$ cat config.mk
export PLATFORM = sky130hd
export DESIGN_NAME = pcm_gain_fade_formatter
export DESIGN_NICKNAME = d
export VERILOG_FILES = /design/src/hw/rtl/pgf_pkg.sv /design/src/hw/rtl/pgf_front.sv /design/src/hw/rtl/pgf_queue.sv /design/src/hw/rtl/pgf_back.sv /design/src/hw/rtl/pcm_gain_fade_formatter.sv
export SDC_FILE = /design/constraint.sdc
export NUM_CORES = 2
export LEC_CHECK = 0
export BUFFER_PORTS_ARGS = -buffer_cell sky130_fd_sc_hd__buf_2
export CAP_MARGIN = 20
export CORE_MARGIN = 8
export CORE_UTILIZATION = 65
export DETAILED_ROUTE_END_ITERATION = 8
export GPL_ROUTABILITY_DRIVEN = 0
export PLACE_DENSITY = 0.83
export SLEW_MARGIN = 0
export SYNTH_ARGS = -nofsm -noshare
export SYNTH_HDL_FRONTEND = slang
export SYNTH_SLANG_ARGS = --single-unit
$ cat constraint.sdc
create_clock -name clk -period 11.9 [get_ports clk]
set_input_delay 1.19 -clock clk [delete_from_list [all_inputs] [get_ports clk]]
set_output_delay 1.19 -clock clk [all_outputs]
set_load 0.02 [all_outputs]
$ cat src/hw/rtl/pgf_pkg.sv
`timescale 1ns / 1ps
// ----------------------------------------------------------------------------
// pgf_pkg
// Shared types and codes of the pcm gain, fade and format block.
// ----------------------------------------------------------------------------
package pgf_pkg;

    localparam int SAMPLE_W = 16;
    localparam int GAIN_W   = 16;
    localparam int MODE_W   = 2;
    localparam int REQ_W    = 2;

    // gain fraction bits, Q4.12
    localparam int GAIN_FRAC = 12;

    // request kinds
    localparam logic [REQ_W-1:0] REQ_SAMPLE = 2'd0;
    localparam logic [REQ_W-1:0] REQ_START  = 2'd1;
    localparam logic [REQ_W-1:0] REQ_STOP   = 2'd2;

    // output encodings
    localparam logic [MODE_W-1:0] MODE_SIGNED16 = 2'd0;
    localparam logic [MODE_W-1:0] MODE_DAC8     = 2'd1;
    localparam logic [MODE_W-1:0] MODE_DAC16    = 2'd2;
    localparam logic [MODE_W-1:0] MODE_NONE     = 2'd3;

    // register indexes of the configuration channel
    localparam logic CFG_ENC_MODE    = 1'b0;
    localparam logic CFG_VOLUME_GAIN = 1'b1;

    // one sample pair and its gain, waiting for the back end
    typedef struct packed {
        logic signed [SAMPLE_W-1:0] left;
        logic signed [SAMPLE_W-1:0] right;
        logic [GAIN_W-1:0]          gain;
        logic [MODE_W-1:0]          mode;
    } pgf_item_t;

endpackage

$ cat src/hw/rtl/pgf_front.sv
`timescale 1ns / 1ps
// ----------------------------------------------------------------------------
// pgf_front
// Accepts request beats, tracks run state and the gain ramp, queues pairs.
// ----------------------------------------------------------------------------
module pgf_front #(
    parameter int DELAY_BLOCKS = 16,
    parameter int FADE_BLOCKS  = 64
) (
    input  logic                                clk,
    input  logic                                rst_n,
    input  logic                                in_valid,
    output logic                                in_ready,
    input  logic [pgf_pkg::REQ_W-1:0]           in_req,
    input  logic signed [pgf_pkg::SAMPLE_W-1:0] in_left,
    input  logic signed [pgf_pkg::SAMPLE_W-1:0] in_right,
    input  logic                                in_block_start,
    input  logic                                in_mono,
    input  logic [pgf_pkg::MODE_W-1:0]          enc_mode,
    input  logic [pgf_pkg::GAIN_W-1:0]          volume_gain,
    output logic                                push_valid,
    input  logic                                push_ready,
    output pgf_pkg::pgf_item_t                  push_item
);

    localparam int FADE_W  = $clog2(FADE_BLOCKS + 1);
    localparam int PROD_W  = pgf_pkg::GAIN_W + FADE_W;
    // rounded-up reciprocal of the fade length, exact for any product below 2^PROD_W
    localparam int DIV_W   = $clog2(FADE_BLOCKS);
    localparam int SHIFT   = PROD_W + DIV_W;
    localparam int RECIP_W = PROD_W + 1;
    localparam int QPROD_W = PROD_W + RECIP_W;
    localparam logic [63:0] RECIP_FULL =
        ((64'd1 << SHIFT) + 64'(FADE_BLOCKS - 1)) / 64'(FADE_BLOCKS);
    localparam logic [RECIP_W-1:0] RECIP = RECIP_FULL[RECIP_W-1:0];

    typedef enum logic [2:0] {
        F_IDLE = 3'b001,
        F_MUL  = 3'b010,
        F_DIV  = 3'b100
    } front_state_t;

    front_state_t                      state_reg, state_next;
    logic                              running_reg, running_next;
    logic [7:0]                        delay_count_reg, delay_count_next;
    logic [FADE_W-1:0]                 fade_count_reg, fade_count_next;
    logic [pgf_pkg::GAIN_W-1:0]        gain_reg, gain_next;
    logic                              pend_reg, pend_next;

    logic [FADE_W-1:0]                 k_reg, k_next;
    logic [PROD_W-1:0]                 num_reg, num_next;
    logic signed [pgf_pkg::SAMPLE_W-1:0] hold_left_reg, hold_left_next;
    logic signed [pgf_pkg::SAMPLE_W-1:0] hold_right_reg, hold_right_next;

    logic                              accept;
    logic                              out_on;
    logic [PROD_W-1:0]                 prod;
    logic [QPROD_W-1:0]                qprod;
    logic signed [pgf_pkg::SAMPLE_W-1:0] right_sel;

    assign in_ready  = (state_reg == F_IDLE) && push_ready;
    assign accept    = in_valid && in_ready;
    assign out_on    = running_reg && (enc_mode != pgf_pkg::MODE_NONE);
    assign prod      = PROD_W'(volume_gain) * PROD_W'(k_reg);
    // divide by the fade length as a multiply by its reciprocal
    assign qprod     = QPROD_W'(num_reg) * QPROD_W'(RECIP);
    assign right_sel = in_mono ? in_left : in_right;

    always_comb
    begin
        state_next       = state_reg;
        running_next     = running_reg;
        delay_count_next = delay_count_reg;
        fade_count_next  = fade_count_reg;
        gain_next        = gain_reg;
        pend_next        = pend_reg;
        k_next           = k_reg;
        num_next         = num_reg;
        hold_left_next   = hold_left_reg;
        hold_right_next  = hold_right_reg;
        push_valid       = 1'b0;
        push_item.left   = in_left;
        push_item.right  = right_sel;
        push_item.mode   = enc_mode;

        case (state_reg)
            F_IDLE:
            begin
                if (accept)
                begin
                    case (in_req)
                        pgf_pkg::REQ_START:
                        begin
                            if (!running_reg)
                            begin
                                delay_count_next = '0;
                                fade_count_next  = '0;
                                running_next     = 1'b1;
                            end
                        end
                        pgf_pkg::REQ_STOP:
                        begin
                            running_next = 1'b0;
                        end
                        pgf_pkg::REQ_SAMPLE:
                        begin
                            push_valid = out_on;
                            if (in_block_start)
                            begin
                                if ({1'b0, delay_count_reg} < 9'(DELAY_BLOCKS))
                                begin
                                    gain_next        = '0;
                                    delay_count_next = delay_count_reg + 8'd1;
                                end
                                else if (fade_count_reg < FADE_W'(FADE_BLOCKS))
                                begin
                                    // ramp step goes through the divider
                                    push_valid      = 1'b0;
                                    k_next          = fade_count_reg;
                                    fade_count_next = fade_count_reg + FADE_W'(1);
                                    pend_next       = out_on;
                                    hold_left_next  = in_left;
                                    hold_right_next = right_sel;
                                    state_next      = F_MUL;
                                end
                                else
                                begin
                                    gain_next = volume_gain;
                                end
                            end
                        end
                        default:
                        begin
                        end
                    endcase
                end
            end
            F_MUL:
            begin
                num_next   = prod;
                state_next = F_DIV;
            end
            F_DIV:
            begin
                gain_next       = qprod[SHIFT+pgf_pkg::GAIN_W-1:SHIFT];
                push_valid      = pend_reg;
                push_item.left  = hold_left_reg;
                push_item.right = hold_right_reg;
                state_next      = F_IDLE;
            end
            default:
            begin
                state_next = F_IDLE;
            end
        endcase

        push_item.gain = gain_next;
    end

    always_ff @(posedge clk or negedge rst_n)
    begin
        if (!rst_n)
        begin
            state_reg       <= F_IDLE;
            running_reg     <= 1'b0;
            delay_count_reg <= '0;
            fade_count_reg  <= '0;
            gain_reg        <= '0;
            pend_reg        <= 1'b0;
        end
        else
        begin
            state_reg       <= state_next;
            running_reg     <= running_next;
            delay_count_reg <= delay_count_next;
            fade_count_reg  <= fade_count_next;
            gain_reg        <= gain_next;
            pend_reg        <= pend_next;
        end
    end

    always_ff @(posedge clk)
    begin
        k_reg          <= k_next;
        num_reg        <= num_next;
        hold_left_reg  <= hold_left_next;
        hold_right_reg <= hold_right_next;
    end

endmodule

$ cat src/hw/rtl/pgf_queue.sv
`timescale 1ns / 1ps
// ----------------------------------------------------------------------------
// pgf_queue
// Two-entry queue between the front end and the scaling back end.
// ----------------------------------------------------------------------------
module pgf_queue (
    input  logic               clk,
    input  logic               rst_n,
    input  logic               in_valid,
    output logic               in_ready,
    input  pgf_pkg::pgf_item_t in_item,
    output logic               out_valid,
    input  logic               out_ready,
    output pgf_pkg::pgf_item_t out_item
);

    localparam int DEPTH = 2;
    localparam int PTR_W = $clog2(DEPTH);

    pgf_pkg::pgf_item_t         slot_reg [DEPTH];
    logic [PTR_W-1:0]           wr_ptr_reg, wr_ptr_next;
    logic [PTR_W-1:0]           rd_ptr_reg, rd_ptr_next;
    logic [PTR_W:0]             count_reg, count_next;
    logic                       do_push;
    logic                       do_pop;

    assign in_ready  = (count_reg != (PTR_W+1)'(DEPTH));
    assign out_valid = (count_reg != '0);
    assign out_item  = slot_reg[rd_ptr_reg];
    assign do_push   = in_valid && in_ready;
    assign do_pop    = out_valid && out_ready;

    always_comb
    begin
        wr_ptr_next = do_push ? wr_ptr_reg + PTR_W'(1) : wr_ptr_reg;
        rd_ptr_next = do_pop ? rd_ptr_reg + PTR_W'(1) : rd_ptr_reg;
        count_next  = count_reg;
        if (do_push && !do_pop)
        begin
            count_next = count_reg + (PTR_W+1)'(1);
        end
        else if (do_pop && !do_push)
        begin
            count_next = count_reg - (PTR_W+1)'(1);
        end
    end

    always_ff @(posedge clk or negedge rst_n)
    begin
        if (!rst_n)
        begin
            wr_ptr_reg <= '0;
            rd_ptr_reg <= '0;
            count_reg  <= '0;
        end
        else
        begin
            wr_ptr_reg <= wr_ptr_next;
            rd_ptr_reg <= rd_ptr_next;
            count_reg  <= count_next;
        end
    end

    always_ff @(posedge clk)
    begin
        if (do_push)
        begin
            slot_reg[wr_ptr_reg] <= in_item;
        end
    end

endmodule

$ cat src/hw/rtl/pgf_back.sv
`timescale 1ns / 1ps
// ----------------------------------------------------------------------------
// pgf_back
// Scales a queued pair by its gain and encodes both words for output.
// ----------------------------------------------------------------------------
module pgf_back (
    input  logic                          clk,
    input  logic                          rst_n,
    input  logic                          in_valid,
    output logic                          in_ready,
    input  pgf_pkg::pgf_item_t            in_item,
    output logic                          out_valid,
    input  logic                          out_ready,
    output logic [pgf_pkg::SAMPLE_W-1:0]  out_left,
    output logic [pgf_pkg::SAMPLE_W-1:0]  out_right
);

    localparam int MAG_W  = pgf_pkg::SAMPLE_W + 1;
    localparam int PROD_W = MAG_W + pgf_pkg::GAIN_W;
    localparam int SH_W   = PROD_W - pgf_pkg::GAIN_FRAC;

    logic                            mul_valid_reg, mul_valid_next;
    logic [PROD_W-1:0]               lprod_reg, rprod_reg;
    logic                            lneg_reg, rneg_reg;
    logic [pgf_pkg::MODE_W-1:0]      mode_reg;
    logic                            out_valid_reg, out_valid_next;
    logic [pgf_pkg::SAMPLE_W-1:0]    out_left_reg, out_right_reg;

    logic                            adv;
    logic                            load;
    logic [MAG_W-1:0]                lmag, rmag;

    function automatic logic [MAG_W-1:0] abs_mag(input logic signed [pgf_pkg::SAMPLE_W-1:0] s);
        logic [MAG_W-1:0] x;
        x = {s[pgf_pkg::SAMPLE_W-1], s};
        return s[pgf_pkg::SAMPLE_W-1] ? (~x + MAG_W'(1)) : x;
    endfunction

    // truncate toward zero, saturate to 16 bits, then encode
    function automatic logic [pgf_pkg::SAMPLE_W-1:0] encode(
        input logic [PROD_W-1:0]          prod,
        input logic                       neg,
        input logic [pgf_pkg::MODE_W-1:0] mode
    );
        logic [SH_W-1:0]                  mag;
        logic [pgf_pkg::SAMPLE_W-1:0]     sat;
        logic [pgf_pkg::SAMPLE_W-1:0]     v;
        logic [pgf_pkg::SAMPLE_W-1:0]     word;
        mag = prod[PROD_W-1:pgf_pkg::GAIN_FRAC];
        if (neg)
        begin
            sat = (mag > SH_W'(32768)) ? 16'h8000 : mag[pgf_pkg::SAMPLE_W-1:0];
            v   = ~sat + 16'd1;
        end
        else
        begin
            sat = (mag > SH_W'(32767)) ? 16'h7FFF : mag[pgf_pkg::SAMPLE_W-1:0];
            v   = sat;
        end
        case (mode)
            pgf_pkg::MODE_DAC8:  word = {v[15:8] ^ 8'h80, 8'h00};
            pgf_pkg::MODE_DAC16: word = v ^ 16'h8000;
            default:             word = v;
        endcase
        return word;
    endfunction

    assign adv      = !out_valid_reg || out_ready;
    assign load     = !mul_valid_reg || adv;
    assign in_ready = load;
    assign lmag     = abs_mag(in_item.left);
    assign rmag     = abs_mag(in_item.right);

    assign out_valid = out_valid_reg;
    assign out_left  = out_left_reg;
    assign out_right = out_right_reg;

    always_comb
    begin
        mul_valid_next = load ? in_valid : mul_valid_reg;
        out_valid_next = out_valid_reg;
        if (adv)
        begin
            out_valid_next = mul_valid_reg;
        end
    end

    always_ff @(posedge clk or negedge rst_n)
    begin
        if (!rst_n)
        begin
            mul_valid_reg <= 1'b0;
            out_valid_reg <= 1'b0;
        end
        else
        begin
            mul_valid_reg <= mul_valid_next;
            out_valid_reg <= out_valid_next;
        end
    end

    always_ff @(posedge clk)
    begin
        if (load && in_valid)
        begin
            lprod_reg <= PROD_W'(lmag) * PROD_W'(in_item.gain);
            rprod_reg <= PROD_W'(rmag) * PROD_W'(in_item.gain);
            lneg_reg  <= in_item.left[pgf_pkg::SAMPLE_W-1];
            rneg_reg  <= in_item.right[pgf_pkg::SAMPLE_W-1];
            mode_reg  <= in_item.mode;
        end
        if (adv && mul_valid_reg)
        begin
            out_left_reg  <= encode(lprod_reg, lneg_reg, mode_reg);
            out_right_reg <= encode(rprod_reg, rneg_reg, mode_reg);
        end
    end

endmodule

$ cat src/hw/rtl/pcm_gain_fade_formatter.sv
`timescale 1ns / 1ps
// ----------------------------------------------------------------------------
// pcm_gain_fade_formatter
// Stereo pcm gain with start delay, linear fade-in and output word encoding.
// ----------------------------------------------------------------------------
// A request beat is a sample pair, a start or a stop (s_tuser). A start
// while stopped arms the output and restarts the ramp: after DELAY_BLOCKS
// blocks at gain zero, the gain steps linearly to volume_gain over
// FADE_BLOCKS blocks, then holds. The gain moves only on a pair marked as
// the first of a block. Each pair is scaled by the Q4.12 gain, truncated
// toward zero and sent as signed 16-bit, 8-bit dac (upper byte, offset
// binary) or 16-bit dac. Stopped or in the no-output mode, pairs give no
// output beat. Requests are taken only in the idle state; a block-start
// pair inside the fade then passes a state for the volume times step
// multiply and one for the multiply by the reciprocal of the fade length.
// The back end scales one pair per cycle unless the output stalls, through
// a multiply and an output register; a two-entry queue decouples the ends.
// ----------------------------------------------------------------------------
module pcm_gain_fade_formatter #(
    parameter int DELAY_BLOCKS = 16,
    parameter int FADE_BLOCKS  = 64
) (
    input  logic        clk,
    input  logic        rst_n,

    // request stream
    input  logic        s_tvalid,
    output logic        s_tready,
    input  logic [39:0] s_tdata,   // left_sample, right_sample, block_start, mono, zero pad
    input  logic [1:0]  s_tuser,   // req_type

    // formatted output stream
    output logic        m_tvalid,
    input  logic        m_tready,
    output logic [31:0] m_tdata,   // left_word, right_word

    // configuration writes
    input  logic        cfg_valid,
    output logic        cfg_ready,
    input  logic        cfg_index,
    input  logic [15:0] cfg_data
);

    logic [pgf_pkg::MODE_W-1:0] enc_mode_reg, enc_mode_next;
    logic [pgf_pkg::GAIN_W-1:0] volume_gain_reg, volume_gain_next;

    logic                       q_in_valid;
    logic                       q_in_ready;
    pgf_pkg::pgf_item_t         q_in_item;
    logic                       q_out_valid;
    logic                       q_out_ready;
    pgf_pkg::pgf_item_t         q_out_item;

    logic [15:0]                left_word;
    logic [15:0]                right_word;

    // registers are always writable
    assign cfg_ready = 1'b1;

    always_comb
    begin
        enc_mode_next    = enc_mode_reg;
        volume_gain_next = volume_gain_reg;
        if (cfg_valid)
        begin
            case (cfg_index)
                pgf_pkg::CFG_ENC_MODE:    enc_mode_next    = cfg_data[pgf_pkg::MODE_W-1:0];
                pgf_pkg::CFG_VOLUME_GAIN: volume_gain_next = cfg_data;
                default:                  enc_mode_next    = enc_mode_reg;
            endcase
        end
    end

    always_ff @(posedge clk or negedge rst_n)
    begin
        if (!rst_n)
        begin
            enc_mode_reg    <= pgf_pkg::MODE_SIGNED16;
            volume_gain_reg <= 16'd4096;
        end
        else
        begin
            enc_mode_reg    <= enc_mode_next;
            volume_gain_reg <= volume_gain_next;
        end
    end

    // front end: request decode, run state, gain ramp
    pgf_front #(
        .DELAY_BLOCKS (DELAY_BLOCKS),
        .FADE_BLOCKS  (FADE_BLOCKS)
    ) u_front (
        .clk            (clk),
        .rst_n          (rst_n),
        .in_valid       (s_tvalid),
        .in_ready       (s_tready),
        .in_req         (s_tuser),
        .in_left        (s_tdata[15:0]),
        .in_right       (s_tdata[31:16]),
        .in_block_start (s_tdata[32]),
        .in_mono        (s_tdata[33]),
        .enc_mode       (enc_mode_reg),
        .volume_gain    (volume_gain_reg),
        .push_valid     (q_in_valid),
        .push_ready     (q_in_ready),
        .push_item      (q_in_item)
    );

    pgf_queue u_queue (
        .clk       (clk),
        .rst_n     (rst_n),
        .in_valid  (q_in_valid),
        .in_ready  (q_in_ready),
        .in_item   (q_in_item),
        .out_valid (q_out_valid),
        .out_ready (q_out_ready),
        .out_item  (q_out_item)
    );

    // back end: multiply, saturate, encode, output register
    pgf_back u_back (
        .clk       (clk),
        .rst_n     (rst_n),
        .in_valid  (q_out_valid),
        .in_ready  (q_out_ready),
        .in_item   (q_out_item),
        .out_valid (m_tvalid),
        .out_ready (m_tready),
        .out_left  (left_word),
        .out_right (right_word)
    );

    assign m_tdata = {right_word, left_word};

endmodule

After elaboration in Yosys (flattened, before gate mapping):

Memory sizes are Yosys's and may differ from the RTL's.
Cells that the tools add are included.

* add/sub/neg operators: 10
* $mul: 3
* divide/modulo/power cells: 0
* $lt $le $gt $ge: 6
* equality and inequality tests: 19
* shift-type cells: 0
* multiplexer cells: 46
* bitwise gates (word level): 8
* reductions and logical operators: 26

Operators with widths (number)
* 2-to-1 mux 16 bit: 14
* one-hot mux 16 bit (2 select lines): 3
* multiplier 17 x 16 -> 33 bit: 2
* greater-than comparator 21 x 15 -> 1 bit (second input constant): 2
* greater-than comparator 21 x 16 -> 1 bit (second input constant): 2
* adder 17 x 1 -> 17 bit (second input constant): 2
* 2-to-1 mux 17 bit: 2
* inverter 17 bit: 2
* adder 16 x 1 -> 16 bit (second input constant): 2
* 2-to-1 mux 32 bit: 1
* inverter 16 bit: 2
* 2-to-1 mux 7 bit: 4
* 2-to-1 mux 8 bit: 3
* multiplier 16 x 7 -> 22 bit: 1
* inequality test 2 bit (second input constant): 9
* one-hot mux 8 bit (2 select lines): 1
* 2-to-1 mux 3 bit: 5
* one-hot mux 7 bit (2 select lines): 1
* AND reduction 6 bit: 2
* adder 8 x 1 -> 8 bit (second input constant): 1
* logical AND 1 bit: 8
* less-than comparator 8 x 5 -> 1 bit (second input constant): 1
* nonzero test 2 bit: 4
* adder 7 x 1 -> 7 bit (second input constant): 1
* other kinds (22): 43

* register bits: 223
* latch bits: 0
* bits in writable memories: 100
* ROM bits: 0
* input port bits: 64
* output and inout port bits: 35
* memories kept: 1

Memories
* u_queue.slot_reg: depth 2, bits a word 50, rd ports 1, clocked after Yosys merged registers in 0, write ports 1, RTL line pgf_queue.sv:20 `pgf_pkg::pgf_item_t slot_reg [DEPTH];`

Longest topological paths before layout:

* depth in word-level cells: 13
* mapped depth: 34

By module:

From an unflattened synthesis, not the netlist that was laid out.

* cell total of the unflattened synthesis: 3275
* area, all modules: 33468.3 µm²

Modules (own cells, without submodules)
* pgf_back: instances 1, cells each 2306, area an instance 21210.3 µm², seq. area each 2392.3 µm²
* pgf_front: instances 1, cells each 754, area an instance 7475.9 µm², seq. area each 2553.7 µm²
* pgf_queue: instances 1, cells each 174, area an instance 4055.1 µm², seq. area each 3103.0 µm²
* pcm_gain_fade_formatter: instances 1, cells each 41, area an instance 726.9 µm², seq. area each 451.7 µm²

Worst setup path after synthesis:

OpenSTA, ideal clock, no wires.

* path kind: flip-flop to flip-flop
* from: register u_queue.rd_ptr_reg
* to: register u_back.lprod_reg[26], data pin
* setup time: 0.258 ns
* arrival: 8.295 ns
* slack: 3.347 ns
* stages on the path, launching flop included: 31
* buffers on the path: 7
* clock period less this slack: 8.553 ns
* path through: dfrtp_1 buf_6 buf_4 buf_6 buf_4 buf_2 buf_2 buf_2 mux2i_1 ha_1 o21ai_1 o41ai_2 a21boi_4 xor2_2 nand2_1 fa_1 fa_1 inv_1 fa_1 fa_1 fa_1 inv_1 fa_1 inv_1 ha_1 a2111oi_0 a21oi_1 or3_1 a21o_1 a21oi_1 xnor2_1

* word-level cells in the longest chain between the ends: 5

Ends and longest elaborated chain
* from (decl): RTL line pgf_queue.sv:22 `logic [PTR_W-1:0] rd_ptr_reg, rd_ptr_next;`
* from (signal assigned): RTL line pgf_queue.sv:59 `rd_ptr_reg <= rd_ptr_next;`
* memory read (2 x 50 bit) (*)
* inverter 17 bit: RTL line pgf_back.sv:36 `return s[pgf_pkg::SAMPLE_W-1] ? (~x + MAG_W'(1)) : x;`
* adder 17 x 1 -> 17 bit: RTL line pgf_back.sv:36
* 2-to-1 mux 17 bit: RTL line pgf_back.sv:36
* multiplier 17 x 16 -> 33 bit (*): RTL line pgf_back.sv:106 `lprod_reg <= PROD_W'(lmag) * PROD_W'(in_item.gain);`
* to (signal assigned): RTL line pgf_back.sv:106
* to (decl): RTL line pgf_back.sv:23 `logic [PROD_W-1:0] lprod_reg, rprod_reg;`

Every way passes the cells marked *; elsewhere a longest branch is shown, timed or not.
A chain may end at the register's enable or synchronous reset.

Final worst setup path:

* from: register u_queue.rd_ptr_reg
* to: register u_back.rprod_reg[27], data pin

* word-level cells in the longest chain between the ends: 5

Ends and longest elaborated chain
* memory read (2 x 50 bit) (*)
* inverter 17 bit: RTL line pgf_back.sv:36
* adder 17 x 1 -> 17 bit: RTL line pgf_back.sv:36
* 2-to-1 mux 17 bit: RTL line pgf_back.sv:36
* multiplier 17 x 16 -> 33 bit (*): RTL line pgf_back.sv:107 `rprod_reg <= PROD_W'(rmag) * PROD_W'(in_item.gain);`
* to (signal assigned): RTL line pgf_back.sv:107
* to (decl): RTL line pgf_back.sv:23

Marked as above.

==> impl_metrics.tcl <==
set metrics [dict create \
    synth_ff_type "edfxtp_1" \
    clockRootBuffer "clkbuf_16" \
    grt_pass1_vias 26000 \
    dp_hpwl_mm 62.4 \
    slew_headroom_pct 11.2 \
    fin_tns_setup_ps 0 \
    required_ps 12250 \
    ant_nets 0 \
    gr-total-overflow 0 \
    dp.cells 4012 \
    cts_tree "yes" \
    ys_warn_count 0 \
    status "finished with violations" \
    synthArstFlopShare_pct 20.5 \
    postCtsResizedCells 0 \
    place_area_um2 33900 \
    rr_worst_depth 24 \
    fmax_mhz 101 \
    holdBufCountCts 0 \
    wl_per_cell_um 20.1 \
    crit_arrival_ps 10290 \
    dr.first_iter.drc_count 2544 \
    synth-edff-count 233 \
    worst_hold_path_type "flop to flop" \
    drtPass1Iterations 8 \
    drv_cap 0 \
    vias 24400 \
    cp_max_fo 71 \
    critPathKind "flop to flop" \
    clk_latency_ps 610 \
    post_cts_buffers 0 \
    initial_core_util_pct 65.5 \
    cts_buffer_depth 3 \
    clkSinkCount 293 \
    syn2layout_area_growth_pct 6.95 \
    yosysUniqueCellTypes 89 \
    multi_input_area_um2 21800 \
    clk_pin_slew_ps 60 \
    synthCells 3304 \
    numCtsBuffers 31 \
    drt_wl_total_mm 81.7 \
    vias_per_cell 5.99 \
    cp-start-kind "flop" \
    die-width_um 240 \
    r2r_start "u_queue.rd_ptr_reg" \
    grt_max_degree 72 \
    largest_reg_flops 100 \
    core_um2 50000 \
    ios 99 \
    hold_viol_final 0 \
    fill_cells 3419 \
    clock_skew_ps 12.6 \
    die_area_um2 57800 \
    drive_gt1_share_pct 8.52 \
    syn_avg_cell_area_um2 9.91 \
    holdPathStages 1 \
    period_share_pct 83.5 \
    rows 82 \
    die_h_um 240 \
    min_delay_worst_endpoint "u_back.out_valid" \
    synth-seq-area-share_pct 26.0 \
    syn_area_um2 32700 \
    r2r_end "u_back.rprod_reg[27]" \
    grt_usage_pct 28.8 \
    route.detailed.drc 2 \
    grt_antenna_before_repair 1 \
    hold_start "u_back.mul_valid_reg" \
    r2r_slack_ps 1960 \
    grt_pass1_wl_mm 132 \
    regArea_um2 8500 \
    htreeDepth 1 \
    stdcell_area_um2 35000 \
    cp-end-kind "flop" \
    fin_crit_ps 9940 \
    violations "design-rule violations" \
    nNetsFinal 4175 \
    setup_viol 0 \
    worst_slew_pin_slew_ps 1320 \
    drv_slew 0 \
    synth_seq_cells 293 \
    finalNonFillerCells 4076 \
    rsz0062_at_grt "no" \
    io_buffers 91 \
]
[logic make-up (layout without fill, tap and decap cells)]
kind of cell | count (synthesis) | count (layout) | synth area share [%]
and+or+nand+nor | 1078 | 1078 | 14.0
xor gates and xnor gates | 115 | 115 | 3.24
buffers and inverters | 664 | 731 | 7.92
muxes | 103 | 103 | 3.44
other | 2 | 35 | 0.0229
DFF | 293 | 293 | 26.0
AOI/OAI and AO/OA | 315 | 315 | 6.39
adders and majority gates | 734 | 734 | 39.1
[cells in the final DEF, fill, tap and decap left out, types with 60 or more instances in the layout]
cell type	count
a21oi_1	94
buf_2	91
edfxtp_1	233
fa_1	481
ha_1	253
inv_1	551
mux2_2	60
nand2_1	522
nor2_1	349
xnor2_1	60
[worst max-delay path by stage]
stage	start	end	slack [ps]	cells past startpoint
finish	u_queue.rd_ptr_reg	u_back.rprod_reg[27]	1960	24
global route	u_queue.rd_ptr_reg	u_back.rprod_reg[27]	1580	25
CTS	u_queue.rd_ptr_reg	u_back.rprod_reg[27]	2120	24
detailed placement	u_queue.rd_ptr_reg	u_back.rprod_reg[27]	2190	24
global placement	u_queue.rd_ptr_reg	u_back.rprod_reg[27]	2470	25
floorplan	u_queue.rd_ptr_reg	u_back.lprod_reg[26]	3350	30
[cell usage after synthesis (all sizes together) (16+ instances only)]
cell type	instances	area (um2)
and2	58	363
mux2	60	676
a21oi	98	505
edfxtp	233	7000
dfrtp	58	1450
buf	52	293
fa	481	9630
xnor2	65	607
ha	253	3170
nor2	351	1320
o21ai	70	358
nor3	26	141
mux2i	43	450
a21o	24	188
nand3	29	155
clkbuf	59	225
nand2b	16	100
xor2	50	453
nand2	523	1970
inv	553	2080
[layout make-up]
cell class | instances | share of cell area (%)
clock inverters | 17 | 0.625
diodes | 2 | 0.0143
well taps | 672 | 2.40
repair buffers | 120 | 1.96
inverters | 553 | 5.93
flip-flops and latches | 293 | 24.3
multi-input cells | 2378 | 62.3
clock buffers | 41 | 2.49
[per-layer routing]
layer  track usage [%]  wire (um)
met2              46.1      37600
met4              13.3       4400
met5                 0         29
met3              7.95       9730
met1              36.1      30000
[through the flow]
step	setup WS, ps	hold WS [ps]	util, %
floorplan	3350	448	-
global placement	2470	472	67.8
detailed placement	2190	477	67.8
CTS	2120	509	70.0
global route	1580	528	70.1
finish	1960	499	70.1
[worst max-delay path: stages, from the launching register on]
cell,delay (ps)
dfrtp_4,670
buf_4,790
mux2i_1,670
nand4_2,240
o21ai_1,290
xor2_1,900
nand2_1,200
fa_1,560
fa_1,610
fa_1,470
fa_1,550
inv_1,50
fa_1,490
inv_1,70
fa_1,540
inv_1,60
ha_1,340
nand2_1,160
a2111oi_0,590
nand2_1,110
o211ai_1,460
a21oi_1,170
a211oi_1,370
a21oi_1,150
xnor2_1,150
Power is left out: the tool's default activity adds up to more than one toggle a clock period on the data nets, which glitch-free logic cannot reach.
